`src/wma_pkg.sv`:
```
`default_nettype none

package wma_pkg;

  // Fixed field widths of the register file and result.
  localparam int unsigned TAP_W       = 3;
  localparam int unsigned WEIGHT_W    = 16;
  localparam int unsigned CFG_IDX_W   = 3;
  localparam int unsigned CFG_DATA_W  = 16;
  localparam int unsigned NUM_WEIGHTS = 7;

  localparam int unsigned MAX_TAPS_DEF    = 7;
  localparam int unsigned SAMPLE_BITS_DEF = 16;

  // Register indexes on the configuration channel.
  localparam logic [CFG_IDX_W-1:0] REG_TAP_COUNT = 3'd0;
  localparam logic [CFG_IDX_W-1:0] REG_WEIGHT_0  = 3'd1;

  localparam logic [TAP_W-1:0] TAP_COUNT_RST = 3'd4;

  localparam logic signed [WEIGHT_W-1:0] WEIGHT_RST [NUM_WEIGHTS] = '{
    16'sd1, 16'sd1, 16'sd1, 16'sd1, 16'sd0, 16'sd0, 16'sd0
  };

  typedef enum logic [2:0] {
    ST_IDLE,
    ST_MUL,
    ST_ACC,
    ST_DIV_INIT,
    ST_DIV,
    ST_FINISH
  } wma_state_e;

  // Controller to datapath.
  typedef struct packed {
    logic load_sample;
    logic mac_mul;
    logic mac_acc;
    logic div_init;
    logic div_step;
    logic out_load;
  } wma_cmd_t;

  // Datapath to controller.
  typedef struct packed {
    logic last_tap;
    logic div_last;
    logic out_free;
  } wma_status_t;

endpackage

`default_nettype wire

```
`src/wma_intf.sv`:
```
`default_nettype none

interface wma_sample_if #(
  parameter int unsigned SAMPLE_BITS = 16
);
  logic                          valid;
  logic                          ready;
  logic signed [SAMPLE_BITS-1:0] sample;

  modport source (output valid, output sample, input ready);
  modport sink   (input valid, input sample, output ready);
endinterface

interface wma_result_if #(
  parameter int unsigned SAMPLE_BITS = 16
);
  logic                          valid;
  logic                          ready;
  logic signed [SAMPLE_BITS-1:0] average;
  logic                          saturated;
  logic                          zero_weight_sum;
  logic [2:0]                    filled_taps;

  modport source (output valid, output average, output saturated,
                  output zero_weight_sum, output filled_taps, input ready);
  modport sink   (input valid, input average, input saturated,
                  input zero_weight_sum, input filled_taps, output ready);
endinterface

interface wma_cfg_if;
  logic        valid;
  logic        ready;
  logic [2:0]  index;
  logic [15:0] data;

  modport source (output valid, output index, output data, input ready);
  modport sink   (input valid, input index, input data, output ready);
endinterface

`default_nettype wire

```
`src/wma_ctrl.sv`:
```
`default_nettype none

module wma_ctrl
  import wma_pkg::*;
(
  input  wire              clk_i,
  input  wire              rst_ni,
  input  wire              smp_valid_i,
  output logic             smp_ready_o,
  input  wire wma_status_t status_i,
  output wma_cmd_t         cmd_o
);

  wma_state_e state_q, state_d;

  always_ff @(posedge clk_i or negedge rst_ni) begin
    if (!rst_ni) begin
      state_q <= ST_IDLE;
    end else begin
      state_q <= state_d;
    end
  end

  always_comb begin
    state_d     = state_q;
    cmd_o       = '0;
    smp_ready_o = 1'b0;
    case (state_q)
      ST_IDLE: begin
        smp_ready_o = 1'b1;
        if (smp_valid_i) begin
          cmd_o.load_sample = 1'b1;
          state_d           = ST_MUL;
        end
      end
      ST_MUL: begin
        cmd_o.mac_mul = 1'b1;
        state_d       = ST_ACC;
      end
      ST_ACC: begin
        cmd_o.mac_acc = 1'b1;
        state_d       = status_i.last_tap ? ST_DIV_INIT : ST_MUL;
      end
      ST_DIV_INIT: begin
        cmd_o.div_init = 1'b1;
        state_d        = ST_DIV;
      end
      ST_DIV: begin
        cmd_o.div_step = 1'b1;
        if (status_i.div_last) begin
          state_d = ST_FINISH;
        end
      end
      ST_FINISH: begin
        // hold until the output register is free
        if (status_i.out_free) begin
          cmd_o.out_load = 1'b1;
          state_d        = ST_IDLE;
        end
      end
      default: begin
        state_d = ST_IDLE;
      end
    endcase
  end

endmodule

`default_nettype wire

```
`src/wma_datapath.sv`:
```
`default_nettype none

module wma_datapath
  import wma_pkg::*;
#(
  parameter int unsigned MAX_TAPS    = MAX_TAPS_DEF,
  parameter int unsigned SAMPLE_BITS = SAMPLE_BITS_DEF
) (
  input  wire                                clk_i,
  input  wire                                rst_ni,
  input  wire  wma_cmd_t                     cmd_i,
  output wma_status_t                        status_o,
  input  wire  signed [SAMPLE_BITS-1:0]      sample_i,
  input  wire                                cfg_we_i,
  input  wire         [CFG_IDX_W-1:0]        cfg_index_i,
  input  wire         [CFG_DATA_W-1:0]       cfg_data_i,
  output logic                               res_valid_o,
  input  wire                                res_ready_i,
  output logic signed [SAMPLE_BITS-1:0]      res_average_o,
  output logic                               res_saturated_o,
  output logic                               res_zero_o,
  output logic        [TAP_W-1:0]            res_filled_o
);

  localparam int unsigned SLOT_W = (MAX_TAPS > 1) ? $clog2(MAX_TAPS) : 1;
  localparam int unsigned CNT_W  = $clog2(MAX_TAPS + 1);
  localparam int unsigned PROD_W = SAMPLE_BITS + WEIGHT_W;
  localparam int unsigned ACC_W  = PROD_W + CNT_W;
  localparam int unsigned WSUM_W = WEIGHT_W + CNT_W;
  localparam int unsigned STEP_W = $clog2(ACC_W);

  localparam logic [ACC_W-1:0] POS_LIM = ACC_W'((64'd1 << (SAMPLE_BITS - 1)) - 64'd1);
  localparam logic [ACC_W-1:0] NEG_LIM = ACC_W'(64'd1 << (SAMPLE_BITS - 1));
  localparam logic signed [SAMPLE_BITS-1:0] SMP_MAX = SAMPLE_BITS'(POS_LIM);
  localparam logic signed [SAMPLE_BITS-1:0] SMP_MIN = SAMPLE_BITS'(NEG_LIM);

  // configuration
  logic        [TAP_W-1:0]    tap_cnt_q;
  logic signed [WEIGHT_W-1:0] weight_q [NUM_WEIGHTS];

  // window
  logic signed [SAMPLE_BITS-1:0] ring_q [MAX_TAPS];
  logic [SLOT_W-1:0] wr_slot_q, rd_slot_q;
  logic [TAP_W-1:0]  fill_q, tap_idx_q;

  // accumulate and divide
  logic signed [PROD_W-1:0] prod_q;
  logic signed [ACC_W-1:0]  acc_q;
  logic signed [WSUM_W-1:0] wsum_q;
  logic [ACC_W-1:0]         quo_q;
  logic [WSUM_W-1:0]        rem_q, dvs_q;
  logic [STEP_W-1:0]        step_q;
  logic                     neg_q, zero_q;

  // result register
  logic                          res_valid_q;
  logic signed [SAMPLE_BITS-1:0] res_avg_q;
  logic                          res_sat_q, res_zero_q;
  logic [TAP_W-1:0]              res_fill_q;

  logic [TAP_W-1:0]   taps_n, fill_eff;
  logic [SLOT_W-1:0]  wslot, wslot_next, rd_slot_next;
  logic [WSUM_W:0]    trial;
  logic               trial_ge;
  logic signed [SAMPLE_BITS-1:0] avg_d;
  logic               sat_d;

  always_comb begin
    if (tap_cnt_q == '0) begin
      taps_n = TAP_W'(1);
    end else if (tap_cnt_q > TAP_W'(MAX_TAPS)) begin
      taps_n = TAP_W'(MAX_TAPS);
    end else begin
      taps_n = tap_cnt_q;
    end
    wslot      = (TAP_W'(wr_slot_q) >= taps_n) ? '0 : wr_slot_q;
    wslot_next = ((TAP_W'(wslot) + TAP_W'(1)) >= taps_n) ? '0 : wslot + SLOT_W'(1);
    fill_eff   = (fill_q > taps_n) ? taps_n : fill_q;
    rd_slot_next = (rd_slot_q == '0) ? SLOT_W'(taps_n - TAP_W'(1)) : rd_slot_q - SLOT_W'(1);

    trial    = {rem_q, quo_q[ACC_W-1]};
    trial_ge = trial >= {1'b0, dvs_q};

    sat_d = 1'b0;
    if (zero_q) begin
      avg_d = '0;
    end else if (!neg_q && quo_q > POS_LIM) begin
      avg_d = SMP_MAX;
      sat_d = 1'b1;
    end else if (neg_q && quo_q > NEG_LIM) begin
      avg_d = SMP_MIN;
      sat_d = 1'b1;
    end else if (neg_q) begin
      avg_d = -$signed(quo_q[SAMPLE_BITS-1:0]);
    end else begin
      avg_d = $signed(quo_q[SAMPLE_BITS-1:0]);
    end
  end

  assign status_o.last_tap = (tap_idx_q + TAP_W'(1)) == fill_q;
  assign status_o.div_last = step_q == STEP_W'(ACC_W - 1);
  assign status_o.out_free = !res_valid_q || res_ready_i;

  // control part of the datapath: register file, window pointers, counters
  always_ff @(posedge clk_i or negedge rst_ni) begin
    if (!rst_ni) begin
      tap_cnt_q <= TAP_COUNT_RST;
      for (int k = 0; k < NUM_WEIGHTS; k++) begin
        weight_q[k] <= WEIGHT_RST[k];
      end
      wr_slot_q   <= '0;
      fill_q      <= '0;
      rd_slot_q   <= '0;
      tap_idx_q   <= '0;
      step_q      <= '0;
      res_valid_q <= 1'b0;
    end else begin
      if (cmd_i.load_sample) begin
        wr_slot_q <= wslot_next;
        fill_q    <= (fill_eff < taps_n) ? fill_eff + TAP_W'(1) : fill_eff;
        rd_slot_q <= wslot;
        tap_idx_q <= '0;
      end
      if (cmd_i.mac_acc) begin
        tap_idx_q <= tap_idx_q + TAP_W'(1);
        rd_slot_q <= rd_slot_next;
      end
      if (cmd_i.div_init) begin
        step_q <= '0;
      end
      if (cmd_i.div_step) begin
        step_q <= step_q + STEP_W'(1);
      end
      if (cmd_i.out_load) begin
        res_valid_q <= 1'b1;
      end else if (res_ready_i) begin
        res_valid_q <= 1'b0;
      end
      // writing the tap count restarts the window
      if (cfg_we_i) begin
        if (cfg_index_i == REG_TAP_COUNT) begin
          tap_cnt_q <= cfg_data_i[TAP_W-1:0];
          wr_slot_q <= '0;
          fill_q    <= '0;
        end else begin
          weight_q[cfg_index_i - REG_WEIGHT_0] <= $signed(cfg_data_i[WEIGHT_W-1:0]);
        end
      end
    end
  end

  // payload registers
  always_ff @(posedge clk_i) begin
    if (cmd_i.load_sample) begin
      ring_q[wslot] <= sample_i;
      acc_q         <= '0;
      wsum_q        <= '0;
    end
    if (cmd_i.mac_mul) begin
      prod_q <= ring_q[rd_slot_q] * weight_q[tap_idx_q];
    end
    if (cmd_i.mac_acc) begin
      acc_q  <= acc_q + ACC_W'(prod_q);
      wsum_q <= wsum_q + WSUM_W'(weight_q[tap_idx_q]);
    end
    if (cmd_i.div_init) begin
      neg_q  <= acc_q[ACC_W-1] ^ wsum_q[WSUM_W-1];
      zero_q <= wsum_q == '0;
      quo_q  <= acc_q[ACC_W-1] ? $unsigned(-acc_q) : $unsigned(acc_q);
      dvs_q  <= wsum_q[WSUM_W-1] ? $unsigned(-wsum_q) : $unsigned(wsum_q);
      rem_q  <= '0;
    end
    if (cmd_i.div_step) begin
      rem_q <= trial_ge ? WSUM_W'(trial - {1'b0, dvs_q}) : trial[WSUM_W-1:0];
      quo_q <= {quo_q[ACC_W-2:0], trial_ge};
    end
    if (cmd_i.out_load) begin
      res_avg_q  <= avg_d;
      res_sat_q  <= sat_d;
      res_zero_q <= zero_q;
      res_fill_q <= fill_q;
    end
  end

  assign res_valid_o     = res_valid_q;
  assign res_average_o   = res_avg_q;
  assign res_saturated_o = res_sat_q;
  assign res_zero_o      = res_zero_q;
  assign res_filled_o    = res_fill_q;

endmodule

`default_nettype wire

```
`src/weighted_moving_average_filter.sv`:
```
// Channel   Dir  Handshake     Payload
// smp_i     in   valid/ready   sample (signed, SAMPLE_BITS)
// res_o     out  valid/ready   average, saturated, zero_weight_sum, filled_taps
// cfg_i     in   valid/ready   index (3 bits), data (16 bits); ready is always high
//
// Each sample passes through its input transfer, a multiply and then an accumulate
// for every tap in the window, a divide set-up, one restoring divide step per
// quotient bit and a final load of the result; the pace is set by the serial
// divider and the shared multiplier, and the next sample waits until this is done.
// A finished result waits in the output register while the next sample is
// transferred in; a stalled output holds the block only at the end of the
// following sample. Reset restores the register defaults and empties the window.
`default_nettype none

module weighted_moving_average_filter
  import wma_pkg::*;
#(
  parameter int unsigned MAX_TAPS    = MAX_TAPS_DEF,
  parameter int unsigned SAMPLE_BITS = SAMPLE_BITS_DEF
) (
  input  wire          clk_i,
  input  wire          rst_ni,
  wma_sample_if.sink   smp_i,
  wma_result_if.source res_o,
  wma_cfg_if.sink      cfg_i
);

  wma_cmd_t    cmd;
  wma_status_t status;

  // configuration writes are taken in any cycle
  assign cfg_i.ready = 1'b1;

  // sequencer: one sample at a time through multiply, accumulate and divide
  wma_ctrl u_ctrl (
    .clk_i       (clk_i),
    .rst_ni      (rst_ni),
    .smp_valid_i (smp_i.valid),
    .smp_ready_o (smp_i.ready),
    .status_i    (status),
    .cmd_o       (cmd)
  );

  // window, register file, multiply-accumulate, divider and output register
  wma_datapath #(
    .MAX_TAPS    (MAX_TAPS),
    .SAMPLE_BITS (SAMPLE_BITS)
  ) u_datapath (
    .clk_i           (clk_i),
    .rst_ni          (rst_ni),
    .cmd_i           (cmd),
    .status_o        (status),
    .sample_i        (smp_i.sample),
    .cfg_we_i        (cfg_i.valid),
    .cfg_index_i     (cfg_i.index),
    .cfg_data_i      (cfg_i.data),
    .res_valid_o     (res_o.valid),
    .res_ready_i     (res_o.ready),
    .res_average_o   (res_o.average),
    .res_saturated_o (res_o.saturated),
    .res_zero_o      (res_o.zero_weight_sum),
    .res_filled_o    (res_o.filled_taps)
  );

endmodule

`default_nettype wire
```
`src/flat_wrapper.sv`:
```
// flat-port wrapper written by rule: the top's interface ports become plain ports
module weighted_moving_average_filter_flat import wma_pkg::*;
#(
  parameter int unsigned MAX_TAPS    = MAX_TAPS_DEF,
  parameter int unsigned SAMPLE_BITS = SAMPLE_BITS_DEF
)
  (clk_i, rst_ni, smp_i_valid, smp_i_sample, smp_i_ready, res_o_valid, res_o_average, res_o_saturated, res_o_zero_weight_sum, res_o_filled_taps, res_o_ready, cfg_i_valid, cfg_i_index, cfg_i_data, cfg_i_ready);
  wma_sample_if #(.SAMPLE_BITS(SAMPLE_BITS)) smp_i_i ();
  wma_result_if #(.SAMPLE_BITS(SAMPLE_BITS)) res_o_i ();
  wma_cfg_if cfg_i_i ();
  input  wire clk_i;
  input  wire rst_ni;
  input wire logic [$bits(smp_i_i.valid)-1:0] smp_i_valid;
  input wire logic [$bits(smp_i_i.sample)-1:0] smp_i_sample;
  output wire logic [$bits(smp_i_i.ready)-1:0] smp_i_ready;
  output wire logic [$bits(res_o_i.valid)-1:0] res_o_valid;
  output wire logic [$bits(res_o_i.average)-1:0] res_o_average;
  output wire logic [$bits(res_o_i.saturated)-1:0] res_o_saturated;
  output wire logic [$bits(res_o_i.zero_weight_sum)-1:0] res_o_zero_weight_sum;
  output wire logic [$bits(res_o_i.filled_taps)-1:0] res_o_filled_taps;
  input wire logic [$bits(res_o_i.ready)-1:0] res_o_ready;
  input wire logic [$bits(cfg_i_i.valid)-1:0] cfg_i_valid;
  input wire logic [$bits(cfg_i_i.index)-1:0] cfg_i_index;
  input wire logic [$bits(cfg_i_i.data)-1:0] cfg_i_data;
  output wire logic [$bits(cfg_i_i.ready)-1:0] cfg_i_ready;
  assign smp_i_i.valid = smp_i_valid;
  assign smp_i_i.sample = smp_i_sample;
  assign smp_i_ready = smp_i_i.ready;
  assign res_o_valid = res_o_i.valid;
  assign res_o_average = res_o_i.average;
  assign res_o_saturated = res_o_i.saturated;
  assign res_o_zero_weight_sum = res_o_i.zero_weight_sum;
  assign res_o_filled_taps = res_o_i.filled_taps;
  assign res_o_i.ready = res_o_ready;
  assign cfg_i_i.valid = cfg_i_valid;
  assign cfg_i_i.index = cfg_i_index;
  assign cfg_i_i.data = cfg_i_data;
  assign cfg_i_ready = cfg_i_i.ready;
  weighted_moving_average_filter #(.MAX_TAPS(MAX_TAPS), .SAMPLE_BITS(SAMPLE_BITS)) u_core (.clk_i(clk_i), .rst_ni(rst_ni), .smp_i(smp_i_i), .res_o(res_o_i), .cfg_i(cfg_i_i));
endmodule
```
`config.mk`:
```
export PLATFORM = sky130hd
export DESIGN_NAME = weighted_moving_average_filter_flat
export DESIGN_NICKNAME = d
export VERILOG_FILES = /design/src/wma_pkg.sv /design/src/wma_intf.sv /design/src/wma_ctrl.sv /design/src/wma_datapath.sv /design/src/weighted_moving_average_filter.sv /design/src/flat_wrapper.sv
export SDC_FILE = /design/constraint.sdc
export NUM_CORES = 2
export LEC_CHECK = 0
export ABC_AREA = 1
export BUFFER_PORTS_ARGS = -buffer_cell sky130_fd_sc_hd__buf_4
export CAP_MARGIN = 20
export CORE_UTILIZATION = 50
export DETAILED_ROUTE_END_ITERATION = 8
export PLACE_DENSITY = 0.7
export SLEW_MARGIN = 20
export SYNTH_ARGS = -nofsm -noshare
export SYNTH_HDL_FRONTEND = slang
export SYNTH_SLANG_ARGS = --single-unit
```
`constraint.sdc`:
```
create_clock -name clk_i -period 16.65 [get_ports clk_i]
set_input_delay 3.33 -clock clk_i [delete_from_list [all_inputs] [get_ports clk_i]]
set_output_delay 3.33 -clock clk_i [all_outputs]
set_load 0.005 [all_outputs]
```
== Word level (Yosys, flattened, before mapping) ==
Memory sizes are Yosys's and may differ from the RTL's.
Cells that the tools add are included.
Widths: inputs -> output; s select.

* Logic and storage cells: 146
* Memories kept: 1
* Register bits after elaboration: 319
* Bits of input ports: 40
* Memory bits (writable): 112

{| class="wikitable"
|+ Memories
! memory !! depth !! width !! rd ports !! clocked after Yosys merged registers in !! write ports !! line !! source
|-
| u_core.u_datapath.ring_q || 7 || 16 || 1 || 0 || 1 || wma_datapath.sv:42 || <nowiki>logic signed [SAMPLE_BITS-1:0] ring_q [MAX_TAPS];</nowiki>
|}

* $add $sub $neg: 13
* Muxes and demuxes: 59
* Equality and inequality tests: 10
* Magnitude comparators: 11
* Multipliers: 1
* Bitwise operators: 4
* Reduce and logical (&&, ||, !) cells: 18

{| class="wikitable"
|+ Operator list
! kind !! count
|-
| $mux 35 || 5
|-
| $bwmux 112 || 1
|-
| $mux 19 || 5
|-
| $mux 16 || 5
|-
| $mux 3 || 20
|-
| $bmux 16 s3 || 1
|-
| $demux 16 s3 || 1
|-
| $add 35x32->35 || 1
|-
| $gt 35x15->1 const B || 1
|-
| $gt 35x16->1 const B || 1
|-
| $neg 35->35 || 1
|-
| $mul 16x16->32 || 1
|-
| $ge 20x19->1 || 1
|-
| $add 19x16->19 || 1
|-
| $logic_not 19->1 || 1
|-
| $neg 19->19 || 1
|-
| $sub 19x19->19 || 1
|-
| $mux 18 || 1
|-
| $pmux 3 s6 || 1
|-
| $neg 16->16 || 1
|-
| $mux 1 || 15
|-
| $mux 15 || 1
|-
| $logic_not 3->1 || 4
|-
| $mux 6 || 2
|-
| other kinds (27) || 43
|}

== Longest topological paths before layout ==
* Depth after elaboration: 11
* Gate-level depth with buffers: 35
* Depth with buffers taken out: 32

== Cells and area by module ==
A second synthesis with hierarchy kept.

* Cell total of the unflattened synthesis: 4276
* Area, all modules: 34743.3 um^2

{| class="wikitable"
|+ By module, submodules not included
! module !! seq. area each (um^2) !! area each (um^2) !! cells an instance !! instances
|-
| wma_datapath || 12187.9 || 34498.1 || 4239 || 1
|-
| wma_ctrl || 75.1 || 234.0 || 35 || 1
|-
| weighted_moving_average_filter || 0.0 || 11.3 || 2 || 1
|}

== Worst setup path before layout ==
Ideal clock, no wire load.

* Path kind: flip-flop to flip-flop
* Start point: register u_core.u_datapath.rd_slot_q[0]
* End point: register u_core.u_datapath.prod_q[29], data pin
* Stages on the path, launching flop included: 29
* Buffers on the path: 3
* Clock period less this slack: 6.326 ns
* Arrival: 6.073 ns
* Library setup time: 0.253 ns
* Required time: 16.397 ns
* Slack: 10.324 ns
* Path through: dfrtp_1 -> buf_4 -> buf_4 -> o21ai_0 -> o22ai_1 -> nand2_1 -> nand2_2 -> inv_2 -> buf_6 -> nor2_1 -> fa_1 -> inv_1 -> fa_1 -> inv_1 -> fa_1 -> inv_1 -> fa_1 -> inv_1 -> fa_1 -> inv_1 -> fa_1 -> inv_1 -> ha_1 -> nand2_1 -> nor2_1 -> nand2_1 -> or2_2 -> nand4_1 -> nand2_1

* Cells in the longest elaborated chain, start to end: 2

{| class="wikitable"
|+ Ends and longest elaborated chain
! item !! line !! source
|-
| start, declared || wma_datapath.sv:43 || <nowiki>logic [SLOT_W-1:0] wr_slot_q, rd_slot_q;</nowiki>
|-
| start signal, assigned || wma_datapath.sv:121 || <nowiki>rd_slot_q <= wslot;</nowiki>
|-
| start signal, assigned || wma_datapath.sv:126 || <nowiki>rd_slot_q <= rd_slot_next;</nowiki>
|-
| $mem_v2 7x16 || -- ||
|-
| $mul 16x16->32 || wma_datapath.sv:160 || <nowiki>prod_q <= ring_q[rd_slot_q] * weight_q[tap_idx_q];</nowiki>
|-
| end signal, assigned || wma_datapath.sv:160 ||
|-
| end, declared || wma_datapath.sv:47 || <nowiki>logic signed [PROD_W-1:0] prod_q;</nowiki>
|}

No other way between the ends.
A chain may end at the register's enable or synchronous reset.

== Worst setup path after layout ==
* Start point: register u_core.u_datapath.tap_idx_q[2]
* End point: register u_core.u_datapath.prod_q[23], data pin

* Cells in the longest elaborated chain, start to end: 5

{| class="wikitable"
|+ Ends and longest elaborated chain
! item !! line !! source
|-
| start, declared || wma_datapath.sv:44 || <nowiki>logic [TAP_W-1:0] fill_q, tap_idx_q;</nowiki>
|-
| start signal, assigned || wma_datapath.sv:125 || <nowiki>tap_idx_q <= tap_idx_q + TAP_W'(1);</nowiki>
|-
| $not 3->4 (not written as such) || wma_datapath.sv:160 ||
|-
| $bmux 16 s3 || wma_datapath.sv:160 ||
|-
| $mux 16 (not written as such) (2 in a row) || wma_datapath.sv:160 ||
|-
| $mul 16x16->32 || wma_datapath.sv:160 ||
|}

No other way between the ends. The select of a mux whose other input is x is not followed.

==> results.py <==
metrics = {
    "sta": {
        "rsz0062_at_grt": "no",
        "slew-limit-headroom_pct": 28.9,
        "clock_skew_ns": 0.0358,
        "worst_pin_slew_ns": 1.06,
        "setup_viol": 0,
        "fmax_mhz": 122,
        "finalSetupTns_ns": 0,
        "hold_viol": 0,
        "drv_slew": 0,
        "fin_crit_ns": 8.23,
        "period_share_pct": 49.4,
    },
    "drt": {
        "first_pass_iters": 7,
        "viasPerCell": 5.29,
        "drcViolationCount": 0,
        "routedWlPerCell_um": 16.3,
        "drtIter0Drc": 2248,
        "ant_nets": 0,
        "via_count": 27700,
        "drt-total-wl_um": 85200,
    },
    "global_route": {
        "grt_first_pass_wirelength_um": 141000,
        "grtUsageTotal_pct": 24.9,
        "antenna_found_initial": 0,
        "grt_max_degree": 72,
        "grt_pass1_vias": 27100,
        "overflow": 0,
    },
    "clock_tree": {
        "root_buffer": "clkbuf_16",
        "postCtsHoldBufs": 0,
        "clock_latency_ns": 0.60,
        "cts.reportedPaths.clkPinSlew_ns": 0.06,
        "cts_tree": "done",
        "htree_levels": 2,
        "cts_max_path_buffers": 3,
        "ctsResizeCount": 0,
        "numClockSinks": 431,
        "cts_buffers": 49,
        "post-cts-setup-buffers": 0,
    },
    "die": {
        "ios": 64,
        "die_w_um": 266,
        "die_h_um": 266,
        "start_util_pct": 50.7,
        "core_area_mm2": 0.0689,
        "num_rows": 96,
        "die-area_mm2": 0.0710,
    },
    "setup_path": {
        "critPathMaxStageDelay_ns": 0.85,
        "crit_type": "flop to flop",
        "crit_path_top_delay_cell": "dfrtp_1",
        "path_cells": "clkinv_1, nand2_1, nand2_1, inv_2, nor2_1, fa_1, inv_1, fa_1, inv_1, fa_1, fa_1, fa_1, inv_1, fa_1, inv_1, ha_1, nand2_1, nor2_1, inv_1, nor2_1, nand4_1, nand3_1, xor2_1",
        "path_buf_inv": 7,
        "crit_family": "adder cells",
        "cp_data_required_time_ns": 16.97,
        "cp-start-kind": "flop",
        "crit_top_cell": "fa_1",
        "endpoint_kind": "flop",
        "cp_max_fo": 18,
        "arrival_ns": 8.55,
    },
    "finish": {
        "drive_gt1_share_pct": 7.12,
        "nets": 4751,
        "syn_to_final_growth_pct": 7.91,
        "final_cell_mix": "1054 x nand2_1, 669 x inv_1, 478 x nor2_1",
        "final_common_cell": "nand2_1",
        "final_cell_area_mm2": 0.0377,
        "num_antenna_cells": 0,
    },
    "placement": {
        "port_buffers": 62,
        "dp_hpwl_um": 64900,
        "placed_area_mm2": 0.0360,
        "gp_congestion": 0.957,
    },
    "logic_synthesis": {
        "synth-adder-area-share_pct": 21.5,
        "synth-edff-count": 294,
        "synth.distinct_cells": 61,
        "syn-num-nets": 4736,
        "netlist_area_mm2": 0.0350,
        "ys.flop_type": "edfxtp_1",
        "synth.area.mux_share_pct": 0.0286,
        "async_reset_ff_share_pct": 31.8,
        "ys.warnings.count": 0,
        "syn_avg_cell_area_um2": 8.22,
        "synth_compound_area_share_pct": 8.80,
        "synth_top_family_by_area": "simple AND/OR/NAND/NOR gates",
        "ys_seq_area_share_pct": 35.1,
        "netlist_instances": 4255,
        "yosys.area_share.simple_pct": 22.5,
        "synth_xor_area_share_pct": 2.18,
        "ys_ff_latch": 431,
    },
    "worst_hold_path": {
        "hp-class": "flop to flop",
    },
    "outcome": {
        "outcome": "finished clean",
    },
    "job": {
        "drv_cap": 0,
    },
}
-- synth_stat cells, types with 23 or more instances --
master	instances	area share [%]
nand2_1	1057	11
inv_1	669	7.2
nor2_1	481	5.2
edfxtp_1	294	25
o21ai_0	266	3.8
fa_1	265	15
a21oi_1	179	2.6
ha_1	176	6.3
nand3_1	173	2.5
dfrtp_1	132	9.4
xor2_1	58	1.5
inv_2	40	0.43
nand4_1	40	0.72
clkbuf_1	36	0.39
buf_2	31	0.44
nor3_1	29	0.42
xnor2_1	29	0.73
buf_6	28	0.90
nand2_2	26	0.47
o21ai_1	26	0.37
nor2_2	23	0.41
-- flip-flops by register name, summed over array words and instances, names as in the netlist, 19 cells and up --
name and count:
u_core.u_datapath.acc_q 35, u_core.u_datapath.dvs_q 19, u_core.u_datapath.prod_q 32, u_core.u_datapath.quo_q 35
u_core.u_datapath.rem_q 19, u_core.u_datapath.ring_q 112, u_core.u_datapath.weight_q 112, u_core.u_datapath.wsum_q 19
-- layout make-up --
class                   count  area (um2)
fillers                  6476       31200
multi-input cells        2989       19300
flip-flops and latches    431       12300
inverters                 715        2690
clock buffers              62        1350
well taps                 931        1160
repair buffers             84         642
clock inverters            30         350
-- cells by family after synthesis --
logic type      Yosys count
compound gates          566
buf+inv                 835
simple gates           1893
other cells               1
mux                       1
fa+ha+maj               441
xor+xnor                 87
flops                   431
-- worst min-delay path: stages (launching register included) --
cell     delay (ns)
dfrtp_1        0.34
nand2_1        0.05
o21ai_0        0.06
-- routing by layer --
layer  global-route usage, %  routed length (um)
met5                       0                   0
met4                    6.99                2240
met3                    3.39                5490
met2                    40.8               39500
met1                    34.5               38000
-- worst paths after layout --
path / end / start / cells after the start / slack, ns
setup / recovery: u_core.u_datapath.prod_q[23] / u_core.u_datapath.tap_idx_q[2] / 23 / 8.42
hold / removal: u_core.u_datapath.weight_q[62] / u_core.u_datapath.weight_q[62] / 2 / 0.48
setup reg to reg: u_core.u_datapath.prod_q[23] / u_core.u_datapath.tap_idx_q[2] / 23 / 8.42
hold reg to reg: u_core.u_datapath.weight_q[62] / u_core.u_datapath.weight_q[62] / 2 / 0.48
max in group asynchronous: u_core.u_datapath.step_q[2] / rst_ni / 2 / 12.55
min in group asynchronous: u_core.u_datapath.wr_slot_q[1] / rst_ni / 1 / 2.73
-- stage by stage --
step                utilization (%)  setup WS, ns  hold WS, ns  std cells
finish                         54.7          8.42        0.477       5242
global route                   54.7          8.00        0.496       5242
CTS                            54.7          8.48        0.483       5241
detailed placement             52.2          8.54        0.468       5149
global placement               52.2          8.49        0.460       5149
floorplan                         -         10.32        0.447       4255
Power is left out: the tool's default activity adds up to more than one toggle a clock period on the data nets, which glitch-free logic cannot reach.
